**src/sv/ssi_pkg.sv**
```systemverilog
// Shared constants and status codes for the segment intersection pipeline.
package ssi_pkg;

  localparam int unsigned STATUS_W    = 2;
  localparam int unsigned PT_W        = 32;
  localparam int unsigned OUT_TDATA_W = ((STATUS_W + 2 * PT_W + 7) / 8) * 8;

  typedef enum logic [STATUS_W-1:0] {
    ST_HIT      = 2'd0,
    ST_PARALLEL = 2'd1,
    ST_OUTSIDE  = 2'd2
  } status_t;

endpackage

```
**src/sv/ssi_back.sv**
```systemverilog
// Back stages: floor correction, bounding range test and result register.
module ssi_back import ssi_pkg::*; #(
  parameter int unsigned CW = 16,
  parameter int unsigned FB = 16,
  parameter int unsigned NS = 3 * CW + 3 + FB
) (
  input  logic               clk,
  input  logic               rst_n,
  input  logic               en,
  input  logic               in_valid,
  input  logic [NS-1:0]      in_qx,
  input  logic [NS-1:0]      in_qy,
  input  logic               in_rnzx,
  input  logic               in_rnzy,
  input  logic               in_negx,
  input  logic               in_negy,
  input  logic [8*CW:0]      in_tag,
  output logic               out_valid,
  output status_t            out_status,
  output logic [PT_W-1:0]    out_x,
  output logic [PT_W-1:0]    out_y
);

  localparam int unsigned QW = NS + 1;
  localparam int unsigned BW = CW + FB + 1;

  logic signed [QW-1:0] qex, qey, px_r, py_r;
  logic signed [CW-1:0] c [8];
  logic signed [BW-1:0] lo_r [4];
  logic signed [BW-1:0] hi_r [4];
  logic                 par_r, va_r, vb_r;

  assign qex = QW'({1'b0, in_qx}) + QW'(in_rnzx & in_negx);
  assign qey = QW'({1'b0, in_qy}) + QW'(in_rnzy & in_negy);

  for (genvar i = 0; i < 8; i++) begin : g_unpack
    assign c[i] = in_tag[i*CW +: CW];
  end

  // Pairs: x of first, x of second, y of first, y of second.
  logic signed [CW-1:0] pa [4];
  logic signed [CW-1:0] pb [4];
  assign pa[0] = c[0];
  assign pb[0] = c[2];
  assign pa[1] = c[4];
  assign pb[1] = c[6];
  assign pa[2] = c[1];
  assign pb[2] = c[3];
  assign pa[3] = c[5];
  assign pb[3] = c[7];

  always_ff @(posedge clk) begin
    if (en) begin
      px_r  <= in_negx ? -qex : qex;
      py_r  <= in_negy ? -qey : qey;
      par_r <= in_tag[8*CW];
      for (int i = 0; i < 4; i++) begin
        lo_r[i] <= (pa[i] < pb[i]) ? (BW'(pa[i]) <<< FB) : (BW'(pb[i]) <<< FB);
        hi_r[i] <= (pa[i] < pb[i]) ? (BW'(pb[i]) <<< FB) : (BW'(pa[i]) <<< FB);
      end
    end
  end

  logic inside_all;
  assign inside_all = (px_r >= QW'(lo_r[0])) && (px_r <= QW'(hi_r[0])) &&
                      (px_r >= QW'(lo_r[1])) && (px_r <= QW'(hi_r[1])) &&
                      (py_r >= QW'(lo_r[2])) && (py_r <= QW'(hi_r[2])) &&
                      (py_r >= QW'(lo_r[3])) && (py_r <= QW'(hi_r[3]));

  always_ff @(posedge clk) begin
    if (!rst_n) begin
      va_r <= 1'b0;
      vb_r <= 1'b0;
    end else if (en) begin
      va_r <= in_valid;
      vb_r <= va_r;
    end
  end

  always_ff @(posedge clk) begin
    if (en) begin
      if (par_r) begin
        out_status <= ST_PARALLEL;
        out_x      <= '0;
        out_y      <= '0;
      end else if (!inside_all) begin
        out_status <= ST_OUTSIDE;
        out_x      <= '0;
        out_y      <= '0;
      end else begin
        out_status <= ST_HIT;
        out_x      <= px_r[PT_W-1:0];
        out_y      <= py_r[PT_W-1:0];
      end
    end
  end

  assign out_valid = vb_r;

endmodule

```
**config.mk**
```make
export PLATFORM = sky130hd
export DESIGN_NAME = ssi_back
export DESIGN_NICKNAME = d
export VERILOG_FILES = /design/src/sv/ssi_pkg.sv /design/src/sv/ssi_back.sv
export SDC_FILE = /design/constraint.sdc
export NUM_CORES = 1
export LEC_CHECK = 0
export BUFFER_PORTS_ARGS = -buffer_cell sky130_fd_sc_hd__buf_2
export CAP_MARGIN = 20
export CORE_ASPECT_RATIO = 1.2
export CORE_MARGIN = 3
export CORE_UTILIZATION = 31
export CTS_CLUSTER_DIAMETER = 30
export DETAILED_ROUTE_END_ITERATION = 10
export MAX_ROUTING_LAYER = met4
export SETUP_SLACK_MARGIN = 0.05
export SLEW_MARGIN = 30
export SYNTH_ARGS = -nofsm -noshare
export SYNTH_HDL_FRONTEND = slang
export SYNTH_SLANG_ARGS = --single-unit
```
**constraint.sdc**
```tcl
create_clock -name clk -period 15.95 [get_ports clk]
set_input_delay 3.19 -clock clk [delete_from_list [all_inputs] [get_ports clk]]
set_output_delay 3.19 -clock clk [all_outputs]
set_load 0.005 [all_outputs]
```
==> qor.yml <==
synth_cells: 3162
final_common_cell: "ha_1"
ant_nets: 0
vias_per_cell: 5.37
crit_path_start: "in_negx"
grt_max_degree: 168
ys_types: 101
tns_ns: 0
dieArea_sq_um: 105000
finalWirelength_um: 97600
synth_fa_ha_area_share_pct: 19.3
root_buffer: "clkbuf_16"
synth_edf_count: 331
synth-xor-area-share_pct: 7.23
worstReg2RegStart: "hi_r[1][31]"
grtUsageTotal_pct: 18.7
reg2reg_depth: 14
p_leak_nw: 15.9
relSlewSlack_pct: 39.8
drt-pass1-iter-count: 7
layout-area-overhead-vs-synth_pct: 18.8
port_buffers: 337
drt-initial-drc-count: 1401
cap_violations: 0
synth.cell_area_sq_um: 31300
synth-seq-cells: 333
synth_ff_type: "edfxtp_1"
critPathRequiredTime_ns: 16.28
hold_path_class: "flop to flop"
fin_cells: 4868
gp_congestion: 0.922
startpoint_type: "input pin"
syn-num-nets: 3915
coreArea_sq_um: 99900
crit_fanout: 61
skew_ns: 0.0453
cts_tree: "yes"
die_y_um: 354
crit_path_end: "px_r[57]"
fmax_mhz: 128
setup_viol_count_final: 0
rows: 127
numCtsBuffers: 79
ys_async_sr_fraction_pct: 0
cpMaxStageDelayCell: "a2111oi_0"
routedWlPerCell_um: 20.1
yosys_warnings: 0
synth_mux_area_share_pct: 5.03
synth.largest_area_cell: "edfxtp_1"
layout_min_cycle_time_ns: 7.82
overflow: 0
drt_drc_violations_left: 0
htree_levels: 3
die_x_um: 296
ys_seq_area_share_pct: 31.9
grt_pass1_vias: 25700
rr_endpoint: "out_x[13]"
wl_met3_um: 5330
critical_path_class: "input pin to flop"
hold_viol: 0
end_kind: "flop"
cp_cell_sequence: "buf_2 -> buf_4 -> and2_1 -> ha_1 -> ha_1 -> nand4_1 -> nor4_4 -> nand3_2 -> nand4b_1 -> a2111oi_0 -> o211ai_1 -> nor2_2 -> nand4_2 -> o31ai_1 -> xor2_1"
cp_common_cell: "ha_1"
cts_sinks: 333
synth_compound_area_share_pct: 14.1
synth_top_area_share_pct: 31.8
dp.cells: 4708
antenna_found_initial: 12
ir_drop_mv: 0.0780
place_hpwl_um: 78400
r2r_setup_slack_ns: 10.84
highest_layer: "met4"
post_cts_buffers: 0
num_vias: 26100
ctsHoldBuffers: 0
grt_pass1_wl_um: 147000
tightest_slew_ns: 0.897
clk_latency_ns: 0.63
drive_above_1_share_pct: 19.4
cts_resized: 0
clk_path_buf_depth: 3
clk_pin_slew_ns: 0.04
io_pins: 338
cpPeakStageDelay_ns: 0.61
ys_top_cells_by_area: "edfxtp_1, ha_1, xnor2_1"
synth_top_family_by_area: "adder cells"
start_util_pct: 31.3
wl_met1_um: 38200
post-route-period-util_pct: 49.0
wl_met2_um: 50400
power.density_nw_per_um2: 98.7
final_cell_mix: "ha_1, buf_2, edfxtp_1"
rsz0062_at_grt: "false"
final-max-slew-violation-count: 0
synth-simple-area-share_pct: 18.1
syn_area_per_cell_sq_um: 9.89
nNetsFinal: 4253
worstPathArrival_ns: 8.15
status: "complete, no violations"
==> worst min-delay path by stage <==
stage | start | to | slack (ns) | depth (start not counted)
6_report | out_valid | out_valid | 0.52 | 2
5_1_grt | out_valid | out_valid | 0.53 | 2
4_1_cts | va_r | va_r | 0.53 | 2
3_5_place_dp | out_valid | out_valid | 0.51 | 2
3_3_place_gp | out_valid | out_valid | 0.50 | 2
2_1_floorplan | par_r | out_status[0] | 0.45 | 0
==> cells in the mapped netlist, drive strengths merged (5+ instances only) <==
library cell	n
o211ai	20
a21o	175
a221oi	7
edfxtp	331
nor2b	28
nor2	123
and4	25
o21ai	124
mux2	128
clkbuf	65
nor3b	6
and2	19
nand3	106
a31oi	22
o31ai	37
o41ai	9
xnor2	179
nand2b	23
a2111oi	6
o21a	21
nand2	155
ha	482
mux2i	13
nor4	73
a22oi	5
or3	15
o22ai	8
or2	14
nand4	156
xor2	79
a21oi	144
buf	39
nor3	75
o31a	5
a211oi	17
a211o	8
inv	234
or4	16
nor4b	69
and3	34
==> cell families (layout without fill, tap and decap cells) <==
family                     count (synthesis)  in the layout
adders and majority gates                482            482
buffers and inverters                    338            741
other                                      0             13
and+or+nand+nor                          951            951
DFF                                      333            333
AOI/OAI and AO/OA                        659            659
muxes                                    141            141
xor gates and xnor gates                 258            258
==> state kept, by name, indices dropped and copies added (netlist names) <==
register and cells:
px_r 68, py_r 68, hi_r 64, lo_r 64, out_x 32, out_y 32, out_status 2, out_valid 1
par_r 1, va_r 1
==> per-layer routing <==
metal | vias to the layer above | track usage, %
li1 | 12800 | -
met1 | 12300 | 20.5
met2 | 794 | 33.7
met3 | 189 | 2.67
met4 | 0 | 7.33
met5 | - | -
==> power by group <==
group          total, mW  switching, mW  internal, mW
clock network       1.64          0.554          1.09
logic              0.873          0.491         0.382
registers           1.15         0.0806          1.07
==> area by class of cell <==
class / instances / area (sq um)
fillers: 9972 / 62800
multi-input cells: 2491 / 20000
flip-flops and latches: 333 / 9980
clock buffers: 88 / 2010
repair buffers: 361 / 1910
well taps: 1290 / 1610
inverters: 234 / 878
clock inverters: 58 / 733
diodes: 13 / 32.5
==> critical path, delay by kind of cell <==
kind / cells / cell delay (ns)
and+or+nand+nor: 7 / 2.45
AOI/OAI and AO/OA: 3 / 1.26
adders and majority gates: 2 / 0.58
buffers and inverters: 2 / 0.55
xor gates and xnor gates: 1 / 0.11
==> through the flow <==
stage	setup slack, ns	hold slack, ns	cell area [sq um]	utilization [%]	total power [mW]
2_1_floorplan	8.63	0.446	31300	-	1.73
6_report	8.13	0.516	37100	37.2	3.66
3_5_place_dp	7.61	0.514	34300	34.3	2.04
5_1_grt	7.76	0.533	37100	37.1	3.87
4_1_cts	8.25	0.527	37100	37.1	3.70
3_3_place_gp	7.68	0.497	34300	34.3	2.01
Note: power is estimated with default switching activity, not from simulation.
